==> config.mk <==
export PLATFORM = sky130hd
export DESIGN_NAME = stripe_request_splitter_top
export DESIGN_NICKNAME = d
export VERILOG_FILES = /design/src/rtl/core/ssplit_pkg.sv /design/src/rtl/core/ssplit_div.sv /design/src/rtl/core/stripe_request_splitter_top.sv
export SDC_FILE = /design/constraint.sdc
export NUM_CORES = 2
export LEC_CHECK = 0
export BUFFER_PORTS_ARGS = -buffer_cell sky130_fd_sc_hd__buf_2
export CAP_MARGIN = 20
export CORE_MARGIN = 1.5
export CORE_UTILIZATION = 65
export DETAILED_ROUTE_END_ITERATION = 8
export PLACE_DENSITY = 0.89
export SYNTH_ARGS = -nofsm -noshare
export SYNTH_HDL_FRONTEND = slang
export SYNTH_HIERARCHICAL = 1
export SYNTH_SLANG_ARGS = --single-unit
==> constraint.sdc <==
create_clock -name clk -period 6.9 [get_ports clk]
set_clock_uncertainty 0.05 [all_clocks]
set_input_delay 1.035 -clock clk [delete_from_list [all_inputs] [get_ports clk]]
set_output_delay 1.035 -clock clk [all_outputs]
set_load 0.02 [all_outputs]
==> src/rtl/core/ssplit_pkg.sv <==
// Shared widths and divider request/response types for the stripe request splitter.
package ssplit_pkg;

  // divider datapath widths
  localparam int DVD_W  = 31;  // dividend and quotient
  localparam int REM_W  = 18;  // remainder and divisor (disks times stripe unit)
  localparam int STEP_W = 5;   // iteration count
  localparam int DQ_W   = 5;   // quotient width when dividing an in-row offset by the unit

  typedef struct packed {
    logic              start;
    logic [REM_W-1:0]  rem_init;
    logic [DVD_W-1:0]  dividend;
    logic [STEP_W-1:0] steps;
    logic [REM_W-1:0]  divisor;
  } div_req_t;

  typedef struct packed {
    logic             busy;
    logic [DVD_W-1:0] quot;
    logic [REM_W-1:0] rem;
  } div_rsp_t;

endpackage

==> src/rtl/core/ssplit_div.sv <==
// Radix-2 restoring divider, one quotient bit per cycle, shared by the sequencer.
module ssplit_div (
  input  logic                 clk,
  input  logic                 rst_n,
  input  ssplit_pkg::div_req_t req,
  output ssplit_pkg::div_rsp_t rsp
);
  import ssplit_pkg::*;

  logic              busy_r;
  logic [STEP_W-1:0] cnt_r;
  logic [REM_W-1:0]  rem_r;
  logic [DVD_W-1:0]  qd_r;
  logic [REM_W-1:0]  div_r;
  logic [REM_W:0]    shifted;
  logic [REM_W:0]    trial;
  logic              fits;

  // partial remainder with next dividend bit, trial subtract
  assign shifted = {rem_r, qd_r[DVD_W-1]};
  assign trial   = shifted - {1'b0, div_r};
  assign fits    = !trial[REM_W];

  // start reloads at any time; quotient bits shift in at the bottom
  always_ff @(posedge clk) begin
    if (!rst_n) begin
      busy_r <= 1'b0;
    end else if (req.start) begin
      busy_r <= 1'b1;
      cnt_r  <= req.steps;
      rem_r  <= req.rem_init;
      qd_r   <= req.dividend;
      div_r  <= req.divisor;
    end else if (busy_r) begin
      rem_r <= fits ? trial[REM_W-1:0] : shifted[REM_W-1:0];
      qd_r  <= {qd_r[DVD_W-2:0], fits};
      cnt_r <= cnt_r - STEP_W'(1);
      if (cnt_r == STEP_W'(1)) begin
        busy_r <= 1'b0;
      end
    end
  end

  assign rsp.busy = busy_r;
  assign rsp.quot = qd_r;
  assign rsp.rem  = rem_r;

endmodule

==> src/rtl/core/stripe_request_splitter_top.sv <==
// Top level of the stripe request splitter: config, sequencer and segment emitter.
//
//  channel | direction | handshake          | word
//  in_     | input     | in_valid/in_ready  | start_block, block_count
//  out_    | output    | out_valid/out_ready| status, disk_index, disk_address,
//          |           |                    | segment_length, last
//  cfg_    | input     | cfg_we             | cfg_addr, cfg_wdata
//
// Before its first segment a request passes the check state, the row division by
// disks times stripe unit and the disk-index division, all on the one shared
// divider; then one segment per cycle while the output register is free. Empty
// and rejected requests go from the check state to a single final word. After
// reset and after each config write the volume size is rebuilt (a divide plus one
// multiply) with in_ready low. A stalled out_ready holds the emitter; the next
// request is accepted while the final result still waits in the output register.
module stripe_request_splitter_top #(
  parameter int MAX_DISKS          = 16,
  parameter int MAX_REQUEST_BLOCKS = 64
) (
  input  logic               clk,
  input  logic               rst_n,
  // config write port
  input  logic               cfg_we,
  input  logic [1:0]         cfg_addr,
  input  logic [30:0]        cfg_wdata,
  // request channel
  input  logic               in_valid,
  output logic               in_ready,
  input  logic signed [31:0] in_start_block,
  input  logic [6:0]         in_block_count,
  // segment channel
  output logic               out_valid,
  input  logic               out_ready,
  output logic               out_status,
  output logic [3:0]         out_disk_index,
  output logic [30:0]        out_disk_address,
  output logic [6:0]         out_segment_length,
  output logic               out_last
);
  import ssplit_pkg::*;

  localparam logic [1:0] CFG_NUM_DISKS   = 2'd0;
  localparam logic [1:0] CFG_STRIPE_UNIT = 2'd1;
  localparam logic [1:0] CFG_DISK_BLOCKS = 2'd2;

  typedef enum logic [2:0] {
    S_VSTART, S_VDIV, S_IDLE, S_CHECK, S_ROW, S_DISK, S_EMIT, S_SINGLE
  } state_t;

  state_t      state_r;
  logic [4:0]  num_disks_r;
  logic [12:0] stripe_unit_r;
  logic [30:0] disk_blocks_r;

  logic [35:0] vol_r;
  logic [31:0] raw_r;
  logic [6:0]  cnt_r;
  logic        single_bad_r;
  logic [30:0] row_q_r;
  logic [4:0]  seg_disk_r;
  logic [12:0] off_r;
  logic [30:0] row_base_r;

  logic        out_valid_r;
  logic        out_status_r;
  logic [3:0]  out_disk_index_r;
  logic [30:0] out_disk_address_r;
  logic [6:0]  out_segment_length_r;
  logic        out_last_r;

  logic [4:0]  n_eff;
  logic [12:0] u_eff;
  logic [17:0] width_w;
  logic [30:0] per_disk_w;
  logic [35:0] vol_mul_w;
  logic [43:0] base_mul_w;
  logic [35:0] end_w;
  logic        bad_w;
  logic [12:0] room_w;
  logic [6:0]  seg_len_w;
  logic [4:0]  disk_inc_w;
  logic        wrap_w;
  logic        out_free_w;
  logic        out_load_w;

  div_req_t div_req;
  div_rsp_t div_rsp;

  ssplit_div u_div (
    .clk   (clk),
    .rst_n (rst_n),
    .req   (div_req),
    .rsp   (div_rsp)
  );

  // config registers
  always_ff @(posedge clk) begin
    if (!rst_n) begin
      num_disks_r   <= 5'd2;
      stripe_unit_r <= 13'd4;
      disk_blocks_r <= 31'd0;
    end else if (cfg_we) begin
      case (cfg_addr)
        CFG_NUM_DISKS:   num_disks_r   <= cfg_wdata[4:0];
        CFG_STRIPE_UNIT: stripe_unit_r <= cfg_wdata[12:0];
        CFG_DISK_BLOCKS: disk_blocks_r <= cfg_wdata;
        default: ;
      endcase
    end
  end

  // effective geometry: clamp disks, zero unit reads as one
  always_comb begin
    n_eff = (32'(num_disks_r) > MAX_DISKS) ? 5'(MAX_DISKS) : num_disks_r;
    u_eff = (stripe_unit_r == 13'd0) ? 13'd1 : stripe_unit_r;
  end

  assign width_w    = {13'd0, n_eff} * {5'd0, u_eff};
  assign per_disk_w = disk_blocks_r - 31'(div_rsp.rem);
  assign vol_mul_w  = {31'd0, n_eff} * {5'd0, per_disk_w};
  assign base_mul_w = {13'd0, row_q_r} * {31'd0, u_eff};

  // range check
  assign end_w = {4'd0, raw_r} + {29'd0, cnt_r};
  assign bad_w = raw_r[31] || (cnt_r > 7'(MAX_REQUEST_BLOCKS)) || (end_w > vol_r);

  // segment length: rest of the unit, clipped to what is left
  assign room_w     = u_eff - off_r;
  assign seg_len_w  = (room_w > {6'd0, cnt_r}) ? cnt_r : room_w[6:0];
  assign disk_inc_w = seg_disk_r + 5'd1;
  assign wrap_w     = (disk_inc_w == n_eff);
  assign out_free_w = !out_valid_r || out_ready;
  assign out_load_w = out_free_w && !cfg_we && (state_r == S_EMIT || state_r == S_SINGLE);

  assign in_ready = (state_r == S_IDLE) && !cfg_we;

  // divider requests from the sequencer
  always_comb begin
    div_req = '0;
    case (state_r)
      S_VSTART: begin
        div_req.start    = 1'b1;
        div_req.dividend = disk_blocks_r;
        div_req.steps    = STEP_W'(DVD_W);
        div_req.divisor  = {5'd0, u_eff};
      end
      S_CHECK: begin
        div_req.start    = !bad_w && (cnt_r != 7'd0);
        div_req.dividend = raw_r[30:0];
        div_req.steps    = STEP_W'(DVD_W);
        div_req.divisor  = width_w;
      end
      S_ROW: begin
        // offset in row is below 31 units, so only the low bits need iterating
        div_req.start    = !div_rsp.busy;
        div_req.rem_init = div_rsp.rem >> DQ_W;
        div_req.dividend = {div_rsp.rem[DQ_W-1:0], {(DVD_W-DQ_W){1'b0}}};
        div_req.steps    = STEP_W'(DQ_W);
        div_req.divisor  = {5'd0, u_eff};
      end
      default: ;
    endcase
  end

  // sequencer and output register
  always_ff @(posedge clk) begin
    if (!rst_n) begin
      state_r     <= S_VSTART;
      out_valid_r <= 1'b0;
    end else begin
      if (out_valid_r && out_ready && !out_load_w) begin
        out_valid_r <= 1'b0;
      end
      if (cfg_we) begin
        state_r <= S_VSTART;
      end else begin
        case (state_r)
          S_VSTART: state_r <= S_VDIV;
          S_VDIV: begin
            if (!div_rsp.busy) begin
              vol_r   <= vol_mul_w;
              state_r <= S_IDLE;
            end
          end
          S_IDLE: begin
            if (in_valid) begin
              raw_r   <= in_start_block;
              cnt_r   <= in_block_count;
              state_r <= S_CHECK;
            end
          end
          S_CHECK: begin
            if (bad_w || cnt_r == 7'd0) begin
              single_bad_r <= bad_w;
              state_r      <= S_SINGLE;
            end else begin
              state_r <= S_ROW;
            end
          end
          S_ROW: begin
            if (!div_rsp.busy) begin
              row_q_r <= div_rsp.quot;
              state_r <= S_DISK;
            end
          end
          S_DISK: begin
            if (!div_rsp.busy) begin
              seg_disk_r <= div_rsp.quot[DQ_W-1:0];
              off_r      <= div_rsp.rem[12:0];
              row_base_r <= base_mul_w[30:0];
              state_r    <= S_EMIT;
            end
          end
          S_EMIT: begin
            if (out_free_w) begin
              out_valid_r          <= 1'b1;
              out_status_r         <= 1'b0;
              out_disk_index_r     <= seg_disk_r[3:0];
              out_disk_address_r   <= row_base_r + {18'd0, off_r};
              out_segment_length_r <= seg_len_w;
              out_last_r           <= (seg_len_w == cnt_r);
              cnt_r                <= cnt_r - seg_len_w;
              off_r                <= 13'd0;
              if (wrap_w) begin
                seg_disk_r <= 5'd0;
                row_base_r <= row_base_r + {18'd0, u_eff};
              end else begin
                seg_disk_r <= disk_inc_w;
              end
              if (seg_len_w == cnt_r) begin
                state_r <= S_IDLE;
              end
            end
          end
          S_SINGLE: begin
            if (out_free_w) begin
              out_valid_r          <= 1'b1;
              out_status_r         <= single_bad_r;
              out_disk_index_r     <= 4'd0;
              out_disk_address_r   <= 31'd0;
              out_segment_length_r <= 7'd0;
              out_last_r           <= 1'b1;
              state_r              <= S_IDLE;
            end
          end
          default: state_r <= S_VSTART;
        endcase
      end
    end
  end

  assign out_valid          = out_valid_r;
  assign out_status         = out_status_r;
  assign out_disk_index     = out_disk_index_r;
  assign out_disk_address   = out_disk_address_r;
  assign out_segment_length = out_segment_length_r;
  assign out_last           = out_last_r;

`ifndef ASSERT_OFF
  // emitter never runs with nothing left
  a_emit_has_blocks: assert property (@(posedge clk) disable iff (!rst_n)
    state_r == S_EMIT |-> cnt_r != 7'd0)
    else $error("emitter active with zero blocks left");

  // shared divider is idle whenever a request may be taken
  a_idle_div_free: assert property (@(posedge clk) disable iff (!rst_n)
    state_r == S_IDLE |-> !div_rsp.busy)
    else $error("divider busy in idle");

  // rejected word is a single empty final word
  a_bad_is_final: assert property (@(posedge clk) disable iff (!rst_n)
    out_valid && out_status |-> out_last && out_segment_length == 7'd0)
    else $error("rejected word not final or not empty");

  // disk walk stays inside the volume's disk count
  a_disk_in_range: assert property (@(posedge clk) disable iff (!rst_n)
    state_r == S_EMIT |-> seg_disk_r < n_eff)
    else $error("segment disk index out of range");

  // only the final word may carry zero length or a reject status
  a_mid_nonempty: assert property (@(posedge clk) disable iff (!rst_n)
    out_valid && !out_last |-> out_segment_length != 7'd0 && !out_status)
    else $error("non-final word empty or rejected");
`endif

endmodule

==> flow_summary.json <==
{
  "timing.hold.worst.start": "u_div/qd_r[14]",
  "final_clock_period_utilization_by_the_worst_path": 0.985,
  "io_buffers": 122,
  "worstRegToRegCells": 26,
  "slew-limit-headroom": 0.288,
  "hold_path_class": "flop to flop",
  "dr_wl_met3_mm": 9.60,
  "tritoncts.num_buffers": 38,
  "grt_start_max_net_pins": 56,
  "first_global_vias": 28200,
  "router_iterations_before_antenna_repair": 8,
  "total_leakage_power_nw": 17.7,
  "setup.worst_path.class": "flop to flop",
  "syn2layout_area_growth_pct": 8.46,
  "clk_path_buf_depth": 3,
  "drt-initial-drc-count": 2909,
  "synthFlopType": "edfxtp_1",
  "finalWorstPathRequiredPeriod_ns": 6.80,
  "async_reset_ff_frac": 0,
  "core_area_sq_um": 54000,
  "die_height_um": 237,
  "number_of_vias_in_the_routed_layout": 28600,
  "outcome": "finished clean",
  "number_of_hold_buffers_added_after_cts": 0,
  "highest_clock_rate_mhz": 147,
  "post_synth_num_cell_types": 92,
  "synth_top_cell_area_share": 0.229,
  "share_of_cells_above_drive_strength_1": 0.0953,
  "globalplace.congestion": 0.984,
  "setup.worst_path.start_class": "flop",
  "maxSlewViolCount": 0,
  "worst_r2r_endpoint": "vol_r[35]",
  "ir_drop_mv": 0.168,
  "detail_route.drc_violations": 0,
  "floorplan.initialDensity": 0.660,
  "tritoncts": "done",
  "grt_util_all_layers": 0.334,
  "cts_clock_pin_slew_for_the_worst_setup_and_hold_paths_ns": 0.06,
  "synth-adder-area-share": 0.298,
  "routed_wl_mm": 94.0,
  "routedLengthMet1_mm": 35.7,
  "worst_ep_arrival_time_ns": 7.08,
  "worst_hold_path.endpoint": "row_q_r[14]",
  "worst_r2r_startpoint": "u_div/rem_r[15]",
  "mux_share_of_post_synthesis_cell_area": 0.0186,
  "synthCells": 3853,
  "die_x_um": 237,
  "finalCoreUtilization": 0.716,
  "ys_ff_latch": 326,
  "globalRouteOverflowTotal": 0,
  "detail_route.wl_per_cell_um": 20.2,
  "crit_path_max_fanout": 9,
  "placed_cell_area_sq_um": 37100,
  "synth_xor_area_frac": 0.0540,
  "detailroute.wirelength.met2_mm": 43.2,
  "highest_routing_layer_actually_used": "met4",
  "hold_depth": 0,
  "number_of_synthesis_warnings": 6,
  "grt_antenna_before_repair": 2,
  "ios": 123,
  "list_of_most_frequent_post_synthesis_cells": "564 x inv_1, 461 x nand2_1, 373 x fa_1, 272 x edfxtp_1, 252 x ha_1",
  "regToRegSetupSlack_ns": 0.10,
  "h-tree-depth": 2,
  "required_ns": 7.18,
  "power.density_cell_area_nw_per_um2": 175,
  "netlist_area_sq_um": 35700,
  "netlist.top_cell.by_area": "edfxtp_1",
  "place_hpwl_mm": 71.8,
  "rsz0062_at_grt": "true",
  "num_clock_sinks": 326,
  "kind_of_capture_point_of_the_worst_setup_path": "flop",
  "post-synth-top-count-cell": "inv_1",
  "postRouteAntennaNets": 0,
  "wire_length_of_the_first_global_routing_pass_mm": 148,
  "stdcell_area_sq_um": 38700,
  "die_area_sq_um": 56300,
  "synth_simple_gate_area_share": 0.172,
  "fp-row-count": 85,
  "viasPerCell": 6.15,
  "synth_area_per_cell_sq_um": 9.26,
  "share_of_the_yosys_chip_area_belonging_to_registers": 0.259,
  "largest_family_of_logic_cells_by_synthesized_area": "adder cells",
  "worstSkewPairLatency_ns": 0.59,
  "root_cell_of_the_clock_tree": "clkbuf_16",
  "nNetsFinal": 4631,
  "worst_slew_pin_slew_ns": 1.06,
  "finalSetupViolations": 0,
  "final_hold_viol_count": 0,
  "synth_compound_gate_area_share": 0.118,
  "max_cap_violations": 0,
  "synth.top_cells.by_area": "edfxtp_1 23%, fa_1 21%, ha_1 8.8%",
  "synth_enable_flop_cells": 272
}
## critical path, cell delays in order, from the launching register on
cell	delay, ns
edfxtp_1	0.44
inv_1	0.07
ha_1	0.41
a21o_1	0.21
a21oi_1	0.13
nor2b_1	0.15
or2_1	0.28
nor3_2	0.26
nor3b_1	0.34
o211ai_1	0.16
xor2_1	0.38
nor2_1	0.13
fa_1	0.52
fa_1	0.49
inv_1	0.05
fa_1	0.47
inv_1	0.04
ha_1	0.38
nand2_1	0.11
nor2_1	0.08
nand3_1	0.10
nand3_1	0.14
o41ai_4	0.43
o211ai_1	0.17
a311oi_1	0.30
o21bai_1	0.11
xor2_1	0.15
## layout make-up
class	count	area [sq um]
multi-input cells	2792	23800
flip-flops and latches	326	9250
inverters	565	2120
clock inverters	21	282
repair buffers	206	1360
diodes	3	7.51
clock buffers	48	1030
fillers	3690	15300
well taps	696	871
## how the worst max path moves through the flow
stage / from / endpoint / slack (ns) / cells after the start
after global placement: disk_blocks_r[0] / vol_r[35] / 0.22 / 28
after CTS: disk_blocks_r[0] / vol_r[35] / 0.008 / 28
after detailed placement: disk_blocks_r[0] / vol_r[35] / -0.01 / 28
after floorplan: u_div/rem_r[0] / vol_r[35] / 0.66 / 28
final: u_div/rem_r[15] / vol_r[35] / 0.10 / 26
after global routing: u_div/rem_r[15] / vol_r[35] / -0.17 / 26
## sequential cells by signal, summed over array words and instances, names as in the netlist, 13 cells and up
signal            flops
vol_r                36
raw_r                32
disk_blocks_r        31
out_disk_address     31
row_base_r           31
row_q_r              31
u_div/qd_r           31
u_div/div_r          18
u_div/rem_r          18
off_r                13
stripe_unit_r        13
## report_power, final
part,switching [mW],internal [mW],total (mW)
registers,0.0553,2.26,2.32
logic,1.36,0.920,2.28
clock network,0.880,1.29,2.17
total,2.29,4.47,6.76
## routing by layer
metal / track usage / vias up
met5: 0 / -
met4: 0.169 / 0
met3: 0.0689 / 374
met2: 0.539 / 1626
met1: 0.430 / 13900
li1: - / 12800
## layout by cell type (no fill, tap or decap), types with 21 or more instances in the layout
| master | instances |
|---|---|
| and3_1 | 36 |
| nor3_1 | 36 |
| buf_2 | 122 |
| buf_4 | 76 |
| nor2_1 | 248 |
| nand4_1 | 22 |
| o21ai_1 | 29 |
| o21a_1 | 48 |
| inv_1 | 564 |
| edfxtp_1 | 272 |
| xnor2_1 | 128 |
| ha_1 | 252 |
| nand2_1 | 460 |
| fa_1 | 372 |
| dfxtp_1 | 54 |
| xor2_1 | 84 |
| and2_1 | 224 |
| a21o_1 | 59 |
| mux2i_1 | 29 |
| nor2b_1 | 40 |
| mux2_2 | 33 |
| a21boi_0 | 46 |
| a211oi_1 | 21 |
| a21oi_1 | 111 |
| nand2b_1 | 45 |
| nand3_1 | 62 |
| a22o_1 | 29 |
| clkbuf_16 | 39 |
| o21ai_0 | 107 |
## per-stage QoR
step | power, mW | hold slack, ns | setup slack [ns] | std cells | TNS [ns]
floorplan | 4.01 | 0.372 | 0.659 | 3857 | 0
global placement | 4.44 | 0.376 | 0.218 | 4575 | 0
detailed placement | 4.53 | 0.383 | -0.0145 | 4575 | -0.0145
CTS | 6.69 | 0.403 | 0.00772 | 4644 | 0
global route | 7.08 | 0.418 | -0.169 | 4656 | -0.361
finish | 6.76 | 0.404 | 0.102 | 4657 | 0
## timing repair
action / CTS / global route
gates resized for setup: 1 / 22
cloned: 0 / 0
pin swaps: 0 / 8
buffers inserted: 0 / 7
setup endpoints to repair: 2 / 19
## cell families (layout without fill, tap and decap cells)
group           after synthesis  in the layout
flops                       326            326
mux                          62             62
buf+inv                     739            840
fa+ha+maj                   625            625
simple gates               1271           1271
compound gates              609            609
xor+xnor                    220            220
other cells                   1              8
(Power assumes the default switching activity.)
